## config.mk

```make
export PLATFORM = sky130hd
export DESIGN_NAME = sorted_insert_list_core_flat
export DESIGN_NICKNAME = d
export VERILOG_FILES = /design/src/sil_pkg.sv /design/src/sil_req_if.sv /design/src/sil_rsp_if.sv /design/src/sil_ram.sv /design/src/sorted_insert_list_core.sv /design/src/flat_wrapper.sv
export SDC_FILE = /design/constraint.sdc
export NUM_CORES = 1
export LEC_CHECK = 0
export BUFFER_PORTS_ARGS = -buffer_cell sky130_fd_sc_hd__buf_2
export CORE_ASPECT_RATIO = 0.6
export CORE_MARGIN = 5
export CORE_UTILIZATION = 45
export DETAILED_ROUTE_END_ITERATION = 10
export GPL_TIMING_DRIVEN = 1
export PLACE_DENSITY = 0.62
export SETUP_SLACK_MARGIN = 0.02
export SKIP_CTS_REPAIR_TIMING = 1
export SLEW_MARGIN = 5
export SYNTH_ARGS = -nofsm -noshare
export SYNTH_HDL_FRONTEND = slang
export SYNTH_SLANG_ARGS = --single-unit
```

## constraint.sdc

```tcl
create_clock -name clk -period 5.55 [get_ports clk]
set_input_delay 0 -clock clk [delete_from_list [all_inputs] [get_ports clk]]
set_output_delay 0 -clock clk [all_outputs]
set_load 0.05 [all_outputs]
```

## src/sil_pkg.sv

```systemverilog
// Shared types, constants and helpers for the sorted insert list core.
// Depends on nothing; every other file in the project but sil_ram refers to it.
package sil_pkg;

	// Store geometry.
	localparam int CAPACITY     = 16;
	localparam int VALUE_BITS   = 32;
	localparam int RESULT_LIMIT = 16;
	localparam int READ_MAX     = (CAPACITY < RESULT_LIMIT) ? CAPACITY : RESULT_LIMIT;
	localparam int ADDR_W       = $clog2(CAPACITY);
	localparam int CNT_W        = $clog2(CAPACITY + 1);

	// Fixed field widths of the item channels.
	localparam int FIELD_W  = 32;
	localparam int POS_W    = 4;
	localparam int STATUS_W = 2;

	typedef logic [ADDR_W-1:0]            addr_t;
	typedef logic [CNT_W-1:0]             cnt_t;
	typedef logic signed [VALUE_BITS-1:0] store_t;
	typedef logic signed [FIELD_W-1:0]    field_t;
	typedef logic [POS_W-1:0]             pos_t;

	// Input item kinds.
	typedef enum logic {
		KIND_INSERT  = 1'b0,
		KIND_READOUT = 1'b1
	} kind_t;

	// Result status codes.
	typedef enum logic [STATUS_W-1:0] {
		ST_INSERTED = 2'd0,
		ST_DROPPED  = 2'd1,
		ST_ENTRY    = 2'd2,
		ST_EMPTY    = 2'd3
	} status_t;

	// Control sequencer states.
	typedef enum logic [2:0] {
		S_IDLE,
		S_INS_RD,
		S_INS_CMP,
		S_INS_PUT,
		S_SINGLE,
		S_RO_RD,
		S_RO_WAIT
	} state_t;

	// Sign-extend or wrap an input value to the stored width.
	function automatic store_t to_store(input field_t v);
		return store_t'(v);
	endfunction

	// Bring a stored value back to the result field width.
	function automatic field_t to_field(input store_t v);
		return field_t'(v);
	endfunction

	// Report a store address as a position, modulo the field range.
	function automatic pos_t to_pos(input addr_t a);
		return pos_t'(a);
	endfunction

endpackage

```

## src/sil_req_if.sv

```systemverilog
// Request channel interface: valid/ready handshake carrying one input item.
// Depends on sil_pkg for the field widths.
interface sil_req_if;
	logic                          valid;
	logic                          ready;
	logic                          kind;
	logic signed [sil_pkg::FIELD_W-1:0] value;

	modport source (output valid, kind, value, input ready);
	modport sink   (input valid, kind, value, output ready);
endinterface

```

## src/sil_rsp_if.sv

```systemverilog
// Result channel interface: valid/ready handshake carrying one result item.
// Depends on sil_pkg for the field widths.
interface sil_rsp_if;
	logic                               valid;
	logic                               ready;
	logic [sil_pkg::STATUS_W-1:0]       status;
	logic signed [sil_pkg::FIELD_W-1:0] entry_value;
	logic [sil_pkg::POS_W-1:0]          position;
	logic                               last;

	modport source (output valid, status, entry_value, position, last, input ready);
	modport sink   (input valid, status, entry_value, position, last, output ready);
endinterface

```

## src/sil_ram.sv

```systemverilog
// Generic single-write, single-read synchronous RAM with registered read data.
// Standalone; no package dependency.
module sil_ram #(
	parameter int W = 32,
	parameter int D = 16
) (
	input  logic                 clk,
	input  logic                 wr_en,
	input  logic [$clog2(D)-1:0] wr_addr,
	input  logic [W-1:0]         wr_data,
	input  logic                 rd_en,
	input  logic [$clog2(D)-1:0] rd_addr,
	output logic [W-1:0]         rd_data
);

	logic [W-1:0] mem [D];
	logic [W-1:0] rd_data_q;

	// Write port.
	always_ff @(posedge clk) begin
		if (wr_en) begin
			mem[wr_addr] <= wr_data;
		end
	end

	// Read port; data holds while no read is issued.
	always_ff @(posedge clk) begin
		if (rd_en) begin
			rd_data_q <= mem[rd_addr];
		end
	end

	assign rd_data = rd_data_q;

endmodule

```

## src/sorted_insert_list_core.sv

```systemverilog
// Sorted insert list core: keeps up to CAPACITY signed values in ascending order.
// Insert: entries at or above the value move up one place, top entry first, then the value is
//   written and its result loaded; readout: each entry is read, then loaded; drop, empty: one result.
// Ready returns in the cycle after the last result of an item is loaded; a stalled result holds it.
// Reset clears the state, the entry count and the result valid only; the store needs no clearing pass.
// Depends on sil_pkg, sil_req_if, sil_rsp_if and sil_ram.
module sorted_insert_list_core (
	input  logic          clk,
	input  logic          arst_n,
	sil_req_if.sink       req,
	sil_rsp_if.source     rsp
);

	sil_pkg::state_t  state_q, state_d;
	sil_pkg::cnt_t    count_q;
	sil_pkg::addr_t   idx_q;
	sil_pkg::addr_t   idx_m1;
	sil_pkg::store_t  x_q;
	sil_pkg::status_t single_st_q;

	// Memory port signals.
	logic              rd_en;
	sil_pkg::addr_t    rd_addr;
	logic [sil_pkg::VALUE_BITS-1:0] rd_data;
	logic              wr_en;
	sil_pkg::addr_t    wr_addr;
	sil_pkg::store_t   wr_data;

	// Output register.
	logic              out_valid_q;
	sil_pkg::status_t  out_status_q;
	sil_pkg::field_t   out_value_q;
	sil_pkg::pos_t     out_pos_q;
	logic              out_last_q;

	logic              load;
	sil_pkg::status_t  load_status;
	sil_pkg::field_t   load_value;
	sil_pkg::pos_t     load_pos;
	logic              load_last;

	logic              req_fire;
	logic              can_load;
	logic              rd_ge;
	logic              ro_last;
	sil_pkg::cnt_t     idx_p1;

	assign req_fire = req.valid && req.ready;
	assign can_load = !out_valid_q || rsp.ready;
	assign req.ready = (state_q == sil_pkg::S_IDLE);
	assign idx_m1   = idx_q - sil_pkg::addr_t'(1);
	assign idx_p1   = sil_pkg::cnt_t'(idx_q) + sil_pkg::cnt_t'(1);
	assign rd_ge    = ($signed(rd_data) >= x_q);
	assign ro_last  = (idx_p1 == count_q) || (idx_p1 == sil_pkg::cnt_t'(sil_pkg::READ_MAX));

	// Entry store.
	sil_ram #(
		.W(sil_pkg::VALUE_BITS),
		.D(sil_pkg::CAPACITY)
	) u_store (
		.clk    (clk),
		.wr_en  (wr_en),
		.wr_addr(wr_addr),
		.wr_data(wr_data),
		.rd_en  (rd_en),
		.rd_addr(rd_addr),
		.rd_data(rd_data)
	);

	// Next-state logic.
	always_comb begin
		state_d = state_q;
		unique case (state_q)
			sil_pkg::S_IDLE: begin
				if (req_fire) begin
					if (req.kind == sil_pkg::KIND_READOUT) begin
						state_d = (count_q == '0) ? sil_pkg::S_SINGLE : sil_pkg::S_RO_RD;
					end else if (count_q == sil_pkg::cnt_t'(sil_pkg::CAPACITY)) begin
						state_d = sil_pkg::S_SINGLE;
					end else begin
						state_d = (count_q == '0) ? sil_pkg::S_INS_PUT : sil_pkg::S_INS_RD;
					end
				end
			end
			sil_pkg::S_INS_RD: begin
				state_d = sil_pkg::S_INS_CMP;
			end
			sil_pkg::S_INS_CMP: begin
				if (rd_ge && idx_m1 != '0) begin
					state_d = sil_pkg::S_INS_RD;
				end else begin
					state_d = sil_pkg::S_INS_PUT;
				end
			end
			sil_pkg::S_INS_PUT, sil_pkg::S_SINGLE: begin
				if (can_load) begin
					state_d = sil_pkg::S_IDLE;
				end
			end
			sil_pkg::S_RO_RD: begin
				state_d = sil_pkg::S_RO_WAIT;
			end
			sil_pkg::S_RO_WAIT: begin
				if (can_load) begin
					state_d = ro_last ? sil_pkg::S_IDLE : sil_pkg::S_RO_RD;
				end
			end
			default: begin
				state_d = sil_pkg::S_IDLE;
			end
		endcase
	end

	// Memory accesses and result loading per state.
	always_comb begin
		rd_en       = 1'b0;
		rd_addr     = idx_q;
		wr_en       = 1'b0;
		wr_addr     = idx_q;
		wr_data     = x_q;
		load        = 1'b0;
		load_status = sil_pkg::ST_ENTRY;
		load_value  = sil_pkg::to_field($signed(rd_data));
		load_pos    = sil_pkg::to_pos(idx_q);
		load_last   = 1'b1;
		unique case (state_q)
			sil_pkg::S_INS_RD: begin
				rd_en   = 1'b1;
				rd_addr = idx_m1;
			end
			sil_pkg::S_INS_CMP: begin
				// Entries at or above the new value move up one place.
				wr_en   = rd_ge;
				wr_data = $signed(rd_data);
			end
			sil_pkg::S_INS_PUT: begin
				wr_en       = can_load;
				load        = can_load;
				load_status = sil_pkg::ST_INSERTED;
				load_value  = sil_pkg::to_field(x_q);
			end
			sil_pkg::S_SINGLE: begin
				load        = can_load;
				load_status = single_st_q;
				load_value  = sil_pkg::to_field(x_q);
				load_pos    = '0;
			end
			sil_pkg::S_RO_RD: begin
				rd_en = 1'b1;
			end
			sil_pkg::S_RO_WAIT: begin
				load      = can_load;
				load_last = ro_last;
			end
			default: begin
				rd_en = 1'b0;
			end
		endcase
	end

	// Control registers.
	always_ff @(posedge clk or negedge arst_n) begin
		if (!arst_n) begin
			state_q <= sil_pkg::S_IDLE;
			count_q <= '0;
		end else begin
			state_q <= state_d;
			if (state_q == sil_pkg::S_INS_PUT && can_load) begin
				count_q <= count_q + sil_pkg::cnt_t'(1);
			end
		end
	end

	// Item working registers.
	always_ff @(posedge clk) begin
		if (req_fire) begin
			if (req.kind == sil_pkg::KIND_READOUT) begin
				x_q         <= '0;
				idx_q       <= '0;
				single_st_q <= sil_pkg::ST_EMPTY;
			end else begin
				x_q         <= sil_pkg::to_store(req.value);
				idx_q       <= sil_pkg::addr_t'(count_q);
				single_st_q <= sil_pkg::ST_DROPPED;
			end
		end else if (state_q == sil_pkg::S_INS_CMP && rd_ge) begin
			idx_q <= idx_m1;
		end else if (state_q == sil_pkg::S_RO_WAIT && can_load) begin
			idx_q <= idx_q + sil_pkg::addr_t'(1);
		end
	end

	// Output register valid.
	always_ff @(posedge clk or negedge arst_n) begin
		if (!arst_n) begin
			out_valid_q <= 1'b0;
		end else if (load) begin
			out_valid_q <= 1'b1;
		end else if (rsp.ready) begin
			out_valid_q <= 1'b0;
		end
	end

	// Output register payload.
	always_ff @(posedge clk) begin
		if (load) begin
			out_status_q <= load_status;
			out_value_q  <= load_value;
			out_pos_q    <= load_pos;
			out_last_q   <= load_last;
		end
	end

	assign rsp.valid       = out_valid_q;
	assign rsp.status      = out_status_q;
	assign rsp.entry_value = out_value_q;
	assign rsp.position    = out_pos_q;
	assign rsp.last        = out_last_q;

	// The entry count never exceeds the capacity.
	a_count_bound: assert property (@(posedge clk) disable iff (!arst_n)
		count_q <= sil_pkg::cnt_t'(sil_pkg::CAPACITY))
		else $error("entry count above capacity");

	// A readout only reads filled entries.
	a_ro_in_range: assert property (@(posedge clk) disable iff (!arst_n)
		(state_q == sil_pkg::S_RO_RD) |-> (sil_pkg::cnt_t'(idx_q) < count_q))
		else $error("readout beyond filled entries");

	// Stores never reach past one above the filled region.
	a_wr_in_range: assert property (@(posedge clk) disable iff (!arst_n)
		wr_en |-> (sil_pkg::cnt_t'(wr_addr) <= count_q))
		else $error("store write outside list");

	// A completed insert grows the list by exactly one.
	a_count_step: assert property (@(posedge clk) disable iff (!arst_n)
		(state_q == sil_pkg::S_INS_PUT && can_load)
		|=> (count_q == $past(count_q) + sil_pkg::cnt_t'(1)))
		else $error("insert did not grow the list");

	// Input items are taken only while the sequencer is idle with no store access.
	a_idle_accept: assert property (@(posedge clk) disable iff (!arst_n)
		req_fire |-> (!rd_en && !wr_en && !load))
		else $error("item accepted during list work");

endmodule

```

## src/flat_wrapper.sv

```systemverilog
// flat-port wrapper written by rule: the top's interface ports become plain ports
module sorted_insert_list_core_flat 
  (clk, arst_n, req_valid, req_kind, req_value, req_ready, rsp_valid, rsp_status, rsp_entry_value, rsp_position, rsp_last, rsp_ready);
  sil_req_if req_i ();
  sil_rsp_if rsp_i ();
  input  logic clk;
  input  logic arst_n;
  input wire logic [$bits(req_i.valid)-1:0] req_valid;
  input wire logic [$bits(req_i.kind)-1:0] req_kind;
  input wire logic [$bits(req_i.value)-1:0] req_value;
  output wire logic [$bits(req_i.ready)-1:0] req_ready;
  output wire logic [$bits(rsp_i.valid)-1:0] rsp_valid;
  output wire logic [$bits(rsp_i.status)-1:0] rsp_status;
  output wire logic [$bits(rsp_i.entry_value)-1:0] rsp_entry_value;
  output wire logic [$bits(rsp_i.position)-1:0] rsp_position;
  output wire logic [$bits(rsp_i.last)-1:0] rsp_last;
  input wire logic [$bits(rsp_i.ready)-1:0] rsp_ready;
  assign req_i.valid = req_valid;
  assign req_i.kind = req_kind;
  assign req_i.value = req_value;
  assign req_ready = req_i.ready;
  assign rsp_valid = rsp_i.valid;
  assign rsp_status = rsp_i.status;
  assign rsp_entry_value = rsp_i.entry_value;
  assign rsp_position = rsp_i.position;
  assign rsp_last = rsp_i.last;
  assign rsp_i.ready = rsp_ready;
  sorted_insert_list_core u_core (.clk(clk), .arst_n(arst_n), .req(req_i), .rsp(rsp_i));
endmodule
```

; ---- Yosys cells after proc, flatten, opt, wreduce, memory -nomap -nowiden
; Memory sizes are Yosys's and may differ from the RTL's. A register that Yosys moved wholly into a read port is not among the register bits.
; Index checks and enable logic that the tools add are counted.
[classes]
n_eq_ne = 12
addsub = 4
n_lt_le_gt_ge = 1
reduce_logical = 17
muxes = 26
[op_table]
columns = op, n
row1 = $mux W32, 2
row2 = $ge A32 B32 Y1, 1
row3 = $mux W4, 5
row4 = $mux W3, 6
row5 = $pmux W3 S6, 1
row6 = $eq A5 B5 Y1 const B, 2
row7 = $eq A3 B3 Y1 const B, 3
row8 = $mux W1, 7
row9 = $eq A3 B2 Y1 const B, 2
row10 = $mux W2, 3
row11 = $add A4 B1 Y5 const B, 1
row12 = $add A5 B1 Y5 const B, 1
row13 = $eq A5 B5 Y1, 1
row14 = $logic_and A1 B1 Y1, 5
row15 = $logic_not A5 Y1, 1
row16 = $add A4 B1 Y4 const B, 1
row17 = $ne A2 B1 Y1 const B, 2
row18 = $pmux W2 S2, 1
row19 = $reduce_bool A4 Y1, 1
row20 = $reduce_or A2 Y1, 2
row21 = $sub A4 B1 Y4 const B, 1
row22 = $eq A3 B1 Y1 const B, 1
row23 = $logic_not A3 Y1, 1
row24 = $reduce_and A3 Y1, 1
row25 = other kinds (7), 8
[totals]
input_bits = 37
out_inout_bits = 41
elab_cells = 71
ff_bits = 86
mem_count = 1
ramBits = 512
[mem_list]
columns = memory, depth, word_bits, read_ports, rd_clocked_by_memory_dff, write_ports, line_no
row1 = u_core.u_store.mem, 16, 32, 1, 1, 1, sil_ram.sv:16  ; logic [W-1:0] mem [D];

; ---- Longest topological paths before layout
; Gate-level depths: netlist of the first run.
[logic_depth]
word_depth = 6
ltp_mapped = 10
mapped_depth_nobuf = 9

; ---- By module
; Synthesis of the first run repeated with hierarchy kept, for this count alone.
[unflattened]
cells_unflattened = 1321
area_unflattened_um2 = 25259.2
[by_module_without_submodules]
columns = module, area_per_inst_um2, n_inst, cells_per_inst, seq_area_each_um2
row1 = sil_ram, 20174.3, 1, 838, 16335.7
row2 = sorted_insert_list_core, 5084.9, 1, 483, 2507.4

; ---- Worst setup path before layout of the first run
; OpenSTA, ideal clock, no wires.
[synth_timing]
path_type = reg-to-reg
start = reg u_core.state_q[1]
end = reg u_core.idx_q[3], data pin
setup_ns = 0.268
arrival_time_ns = 3.453
required_ns = 5.282
period_less_slack_ns = 3.722
n_path_buf = 1
stages_incl_launch_ff = 8
slack_ns = 1.828
path_cell_list = dfrtp_1 -> clkbuf_1 -> nor3_1 -> nand2_1 -> inv_1 -> nor3_1 -> o211ai_1 -> nand4_1
[synth_between]
word_cells_on_any_way = 6
cone_classes = eq/ne (1) / mux (2) / reduce/logical (3)
[synth_lines]
columns = element, line_no
row1 = start: declaration, sorted_insert_list_core.sv:14  ; sil_pkg::state_t state_q, state_d;
row2 = start signal: assignment, sorted_insert_list_core.sv:164  ; state_q <= sil_pkg::S_IDLE;
row3 = start signal: assignment, sorted_insert_list_core.sv:167  ; state_q <= state_d;
row4 = $logic_not A3 Y1, sorted_insert_list_core.sv:50  ; assign req.ready = (state_q == sil_pkg::S_IDLE);
row5 = named net req_ready, flat_wrapper.sv:11  ; output wire logic [$bits(req_i.ready)-1:0] req_ready;
row6 = $logic_and A1 B1 Y1, sorted_insert_list_core.sv:48  ; assign req_fire = req.valid && req.ready;
row7 = named net u_core.req_fire, sorted_insert_list_core.sv:42  ; logic req_fire;
row8 = $mux W4, sorted_insert_list_core.sv:176  ; if (req_fire) begin
row9 = end signal: assignment, sorted_insert_list_core.sv:183  ; idx_q <= sil_pkg::addr_t'(count_q);
row10 = end signal: assignment, sorted_insert_list_core.sv:187  ; idx_q <= idx_m1;
row11 = end signal: assignment, sorted_insert_list_core.sv:189  ; idx_q <= idx_q + sil_pkg::addr_t'(1);
row12 = end: declaration, sorted_insert_list_core.sv:16  ; sil_pkg::addr_t idx_q;
; The timed path passes the listed nets, and every way through them passes these cells.
; A chain may end at the register's enable or synchronous reset.

; ---- Worst setup path in the final report of the first run
[layout_timing]
start = reg u_core.u_store.rd_data_q[31] (netlist: u_core.u_store.rd_data[31]) (read register of u_core.u_store.mem)
end = mem u_core.u_store.mem[7][21] (enable)
[layout_between]
elab_chain_cells = 4
[layout_rtl]
columns = element, line_no
row1 = start: declaration, sil_ram.sv:17  ; logic [W-1:0] rd_data_q;
row2 = $ge A32 B32 Y1, sorted_insert_list_core.sv:53  ; assign rd_ge = ($signed(rd_data) >= x_q);
row3 = $pmux W1 S2, sorted_insert_list_core.sv:126  ; unique case (state_q)
row4 = $mux W1, sil_ram.sv:21  ; if (wr_en) begin
row5 = $mux W1 (implied by the code), sil_ram.sv:22  ; mem[wr_addr] <= wr_data;
row6 = end: declaration, sil_ram.sv:16
; No other way between the ends.

==> metrics.txt, run 1 <==
outcome complete, no violations; CTS tree done; clk slew on worst S/H paths 0.07 ns; DRT Pass-1 Iters 6; number of synthesized flops with an enable pin 620; pin slew with the least headroom to its limit 1.22 ns; Ys Warns 0; Vias/cell 5.81; CP required 5.77 ns; Reg2Reg Capture Point u_core.u_store.mem[7][21]; f_max 248 MHz; Slew Viols, Final 0; cells after synthesis 1240; gr ovfl total 0; dpl cell area 26900 um^2; vias post-DR 12.7k; clk_lat worst skew 0.61 ns; flops & latches, synth 629; largest net degree at the start of global routing 73; number of port buffers 77; CP Launch Type flop; # rows 67; Mapped Nets 1318; Starting Density 45.4%; crit path max fanout 32; DRT iter0 DRCs 1480; width of the die 316 um; number of max-cap violations 0; Total Wirelength 62.8 mm; DP Cell Count 2057; Post-Layout Cell Count 2194; initial antenna violation count 3; setup ws final 1.52 ns; ANT nets after route 0; share of cells above drive strength 1 29.7%; number of I/O pins 78; Sink Count 629; Total Routing Usage GR 20.3%; R2R Path Start u_core.u_store.rd_data[31]; Max Root-Sink Buffers 3; first-pass GRT wire length 89.0 mm; P&R area growth vs syn 14.7%; crit end category flop; main flop type after synthesis edfxtp_1; Crit. Startpoint u_core.u_store.rd_data[31]; reg2reg setup slack 1.52 ns; reg2reg path depth 6; FFs w/ async S/R, synth 1.43%; DR WL/cell 28.6 um; Post-Syn Area 25400 um^2; Finished Cell Area 29100 um^2; Setup Viol. Count Final 0; Final GP Congestion 0.866; Hold Fails Final Rpt 0; pre-CTS setup slack 1.58 ns; final net count 1470; core area 55800 um^2; critical path data arrival time 4.25 ns; mean area per synthesized cell 20.5 um^2; # H-tree levels 2; Setup CP Type flop to flop; die area 61400 um^2; CP Capture Point u_core.u_store.mem[7][21]; Final Critical Period 4.03 ns; TritonCTS Buffers 56; vias in the first global route 12.2k; sequential fraction of the synthesis area 74.3%; die span in y 194 um; skew final 0.0182 ns; relative slew slack 18.6%; CTS root buf clkbuf_16; Hold/Removal Path Class primary input to flop; drc violations 0; final critical-path share of the clock period 72.7%; RSZ-0062 raised after global routing no; total negative setup slack 0 ns; distinct cell type count of the synthesized netlist 49; HPWL Detailed 41.7 mm
==> critical path: stages, from the launching register on <==
cell      delay, ns
edfxtp_1       0.42
ha_1           0.42
nand4_1        0.22
or4_1          0.67
a211o_1        0.37
nand2_1        0.55
o211a_2        0.97
==> cells in the final DEF (no fill, tap or decap), types with 7 or more instances in the layout <==
cell / count
o21ai_0: 8
o211ai_1: 7
inv_1: 38
nand4_1: 11
bufinv_16: 7
nor2_1: 12
buf_4: 36
ha_1: 41
edfxtp_1: 620
clkbuf_1: 7
nand2_1: 57
nor2b_1: 41
xnor2_1: 8
clkinv_2: 12
mux2_2: 31
a21oi_1: 19
nand3_1: 7
mux4_2: 160
o211a_2: 16
o21ai_1: 26
clkinv_1: 10
dfrtp_1: 9
buf_2: 77
dlygate4sd3_1: 36
clkbuf_16: 57
==> per-stage QoR <==
| step | hold WS [ns] | utilization (%) |
|---|---|---|
| floorplan | -0.296 | - |
| CTS | -0.763 | 51.4 |
| global route | 0.149 | 52.1 |
| finish | 0.124 | 52.1 |
| global placement | -0.129 | 48.2 |
| detailed placement | -0.119 | 48.2 |
==> area by class of cell <==
cell class / count / area [um^2]
multi-input combinational: 512 / 6220
tap: 759 / 950
antenna: 2 / 5.00
inverter: 40 / 150
clock buffer: 64 / 1450
fill: 4395 / 26800
timing repair buffer: 153 / 1100
sequential: 629 / 18800
clock inverter: 35 / 357
==> cell usage after synthesis (all sizes together) (11+ instances only) <==
cell      n  area share (%)
inv      40            0.59
nor2b    42             1.0
nand4    11            0.27
ha       41             2.0
a21oi    20            0.39
nor2     15            0.22
o211a    16            0.63
mux2     31             1.4
o21ai    40            0.79
mux4    160              14
clkbuf   37            0.55
nand2    58            0.86
buf      22            0.43
edfxtp  620              73
==> flip-flops by register name (all words and copies together), names as in the netlist <==
| name | count |
|---|---|
| u_core.count_q | 5 |
| u_core.idx_q | 4 |
| u_core.rsp.entry_value | 32 |
| u_core.rsp.last | 1 |
| u_core.rsp.position | 4 |
| u_core.rsp.status | 2 |
| u_core.rsp.valid | 1 |
| u_core.single_st_q | 1 |
| u_core.state_q | 3 |
| u_core.u_store.mem | 512 |
| u_core.u_store.rd_data | 32 |
| u_core.x_q | 32 |
==> how the worst min path moves through the flow <==
stage | from | end | slack [ns] | depth (start not counted)
final | req_kind | u_core.x_q[4] | 0.12 | 2
after global routing | req_kind | u_core.single_st_q[1] | 0.15 | 1
after CTS | arst_n | u_core.rsp.valid | -0.76 | 1
after detailed placement | arst_n | u_core.state_q[1] | -0.12 | 1
after global placement | arst_n | u_core.state_q[2] | -0.13 | 1
after floorplan | arst_n | u_core.count_q[0] | -0.30 | 0
==> layer usage <==
layer  vias up  global-route usage, %  share of wire (%)
li1       5383                      -                  -
met1      6712                   34.2                 46
met2       579                   23.6                 37
met3        68                   9.44                 16
met4         0                   3.52                1.6
met5         -                      0                  0
==> logic make-up after synthesis <==
logic type | after synthesis | share of synthesized area, %
xor+xnor | 14 | 0.484
simple gates | 161 | 3.27
flops | 629 | 74.3
fa+ha+maj | 41 | 2.02
buf+inv | 99 | 1.57
compound gates | 104 | 2.71
mux | 192 | 15.6
Power of run 1 is left out: the tool's default activity adds up to more than one toggle a clock period on the data nets, which glitch-free logic cannot reach.
==> inputs of run 2 (changes only) <==
--- a/config.mk
+++ b/config.mk
@@ -5,6 +5,7 @@
 export SDC_FILE = /design/constraint.sdc
 export NUM_CORES = 1
 export LEC_CHECK = 0
+export ABC_AREA = 1
 export BUFFER_PORTS_ARGS = -buffer_cell sky130_fd_sc_hd__buf_2
 export CORE_ASPECT_RATIO = 0.6
 export CORE_MARGIN = 5
==> constraint.sdc (replaced) <==
create_clock -name clk -period 4 [get_ports clk]
set_input_delay 0 -clock clk [delete_from_list [all_inputs] [get_ports clk]]
set_output_delay 0 -clock clk [all_outputs]
set_load 0.05 [all_outputs]
==> run 2 against run 1 <==
Clock skew is 0.0063 ns higher. Synthesized cell count is 61% higher. Worst setup slack worse by 1.3 ns.
==> metrics.txt, run 2 <==
CP Launch Type flop; DR WL met3 5.09 mm (-48%); Finished Cell Area 29500 um^2 (+1.6%); drc violations 0 (unchanged); Largest register FFs 512 (unchanged); DRT iter0 DRCs 2120 (+43%); Final Critical Period 3.75 ns (-0.282 ns); HPWL Detailed 35.4 mm (-15%); Final GP Congestion 0.863 (-0.42%); first-pass GRT wire length 94.8 mm (+6.5%); width of the die 320 um (+0.99%); Hold/Removal Path Class primary input to flop; leading cell type in the layout, fill and taps excluded edfxtp_1; uppermost layer routed met5; Vias/cell 5.56 (-4.3%); clk slew on worst S/H paths 0.07 ns (about the same); Total Routing Usage GR 19.6% (-0.70 points); ANT nets after route 0 (unchanged); number of I/O pins 78 (unchanged); Setup Viol. Count Final 0 (unchanged); most frequent cells in the layout edfxtp_1, nor2_1, o21ai_0; crit end category flop; final critical-path share of the clock period 93.8% (+21 points); synth cell count leaders edfxtp_1, nor2_1, o21ai_0, nand2_1, inv_1; number of port buffers 77 (unchanged); Max Root-Sink Buffers 3 (unchanged); number of synthesized flops with an enable pin 620 (unchanged); CP required 4.30 ns (-1.47 ns); Total Wirelength 63.2 mm (+0.63%); # H-tree levels 2 (unchanged); DR WL/cell 21.6 um (-24%); setup ws final 0.248 ns (-1.27 ns); dpl cell area 27600 um^2 (+2.5%); Mapped Nets 2072 (+57%); pin slew with the least headroom to its limit 1.21 ns (-0.0104 ns); reg2reg setup slack 0.25 ns (-1.27 ns); crit path max fanout 24 (-25%); ranking of synthesized cells by area edfxtp_1, nor2_1, o21ai_0; vias in the first global route 15.4k (+26%); cell taking the most area after synthesis edfxtp_1; outcome complete, no violations; number of max-cap violations 0 (unchanged); FFs w/ async S/R, synth 1.43% (unchanged); share of cells above drive strength 1 11.7% (-18 points); DRT Pass-1 Iters 6 (unchanged); worst vdd ir 0.833 mV; count leader, synth edfxtp_1; sequential fraction of the synthesis area 72.8% (-1.5 points); Setup CP Type flop to flop; skew final 0.0245 ns (+0.00626 ns); f_max 267 MHz (+7.5%); clk_lat worst skew 0.60 ns (about the same); top-area cell type share of the netlist area 71.9% (-1.5 points); RSZ-0062 raised after global routing no; diode count 0 (-2); fill count 4830 (+9.9%); # rows 68 (+1.5%); TritonCTS Buffers 53 (-5.4%); distinct cell type count of the synthesized netlist 38 (-22%); Multi-input gate area 6140 um^2 (-1.4%); vias post-DR 16.2k (+27%); Seq. cell area 18800 um^2 (unchanged); Starting Density 45.3% (-0.15 points); total negative setup slack 0 ns (unchanged); final net count 2189 (+49%); Hold Fails Final Rpt 0 (unchanged); relative slew slack 19.0% (+0.35 points); P per Cell Area 869 nW/um^2; main flop type after synthesis edfxtp_1; die area 62600 um^2 (+2.0%); met1 wire length 28.3 mm (-2.0%); Post-Syn Area 25900 um^2 (+2.1%); die span in y 196 um (+0.97%); Top reg by flops u_core.u_store.mem; Slew Viols, Final 0 (unchanged); critical path data arrival time 4.05 ns (-0.20 ns); CTS tree done; gr ovfl total 0 (unchanged); P&R area growth vs syn 14.2%; pre-CTS setup slack 0.385 ns (-1.20 ns); hold slack 0.0494 ns (-0.0748 ns); Ys Warns 0 (unchanged); flops & latches, synth 629 (unchanged); met2 wire len 28.6 mm (+24%); initial antenna violation count 1 (-2); Sink Count 629 (unchanged); CTS root buf clkbuf_16; core area 57200 um^2 (+2.4%); cells after synthesis 1994 (+61%); P_leak 0.0101 uW; largest net degree at the start of global routing 128 (+75%); mean area per synthesized cell 13.0 um^2 (-37%)
## run 2: worst max-delay path: stages (launching register included)
cell and delay (ns):
edfxtp_1 0.41, ha_1 0.32, nand2_1 0.09, nor2_1 0.32, nand4_1 0.13, nor2_1 0.41
nand4_1 0.27, nand3_1 0.24, nand2_1 0.20, nand2_1 0.18, nand2_1 0.26, nor2_4 0.35
buf_12 0.24
## run 2: layer usage
metal | vias to the layer above | track usage (%)
li1 | 7569 | -
met1 | 7958 | 29.5
met2 | 625 | 30.0
met3 | 81 | 3.72
met4 | 2 | 4.49
met5 | - | 0
## run 2: final cells by class
cell class                      instances  share of cell area [%]
Timing Repair Buffer                  184                    5.39
Clock inverter                         29                   0.754
Sequential cell                       629                    63.8
Inverter                              103                    1.33
Clock buffer                           66                    4.73
Tap cell                              770                    3.26
Multi-Input combinational cell       1140                    20.8
## run 2: power breakdown
group | internal (uW) | total, uW | switching, uW
logic | 3050 | 11200 | 8150
clock network | 2670 | 4970 | 2310
registers | 9150 | 9500 | 349
## run 2: logic make-up (layout without fill, tap and decap cells)
logic type	after synthesis	in the layout	share of synthesized area (%)
DFF	629	629	72.8
buffers and inverters	225	382	4.09
AOI/OAI and AO/OA	523	523	12.1
and+or+nand+nor	567	567	8.71
adders and majority gates	41	41	1.98
xor gates and xnor gates	9	9	0.305
## run 2: through the flow
stage / cells / util [%] / total power (uW)
floorplan: 1994 / - / 17100
global placement: 2790 / 48.2 / 20500
CTS: 2885 / 51.0 / 25700
detailed placement: 2790 / 48.2 / 20800
finish: 2921 / 51.7 / 25700
global route: 2921 / 51.7 / 27100
## run 2: final timing paths
check                                            from                   endpoint  cells after the start
max in group asynchronous                      arst_n          u_core.state_q[2]                      3
hold / removal                               req_kind      u_core.single_st_q[1]                      1
setup / recovery           u_core.u_store.rd_data[23]  u_core.u_store.mem[6][18]                     12
hold reg to reg                 u_core.single_st_q[1]       u_core.rsp.status[1]                      2
min in group asynchronous                      arst_n          u_core.state_q[0]                      3
setup reg to reg           u_core.u_store.rd_data[23]  u_core.u_store.mem[6][18]                     12
Power figures use the tool's default switching activity.
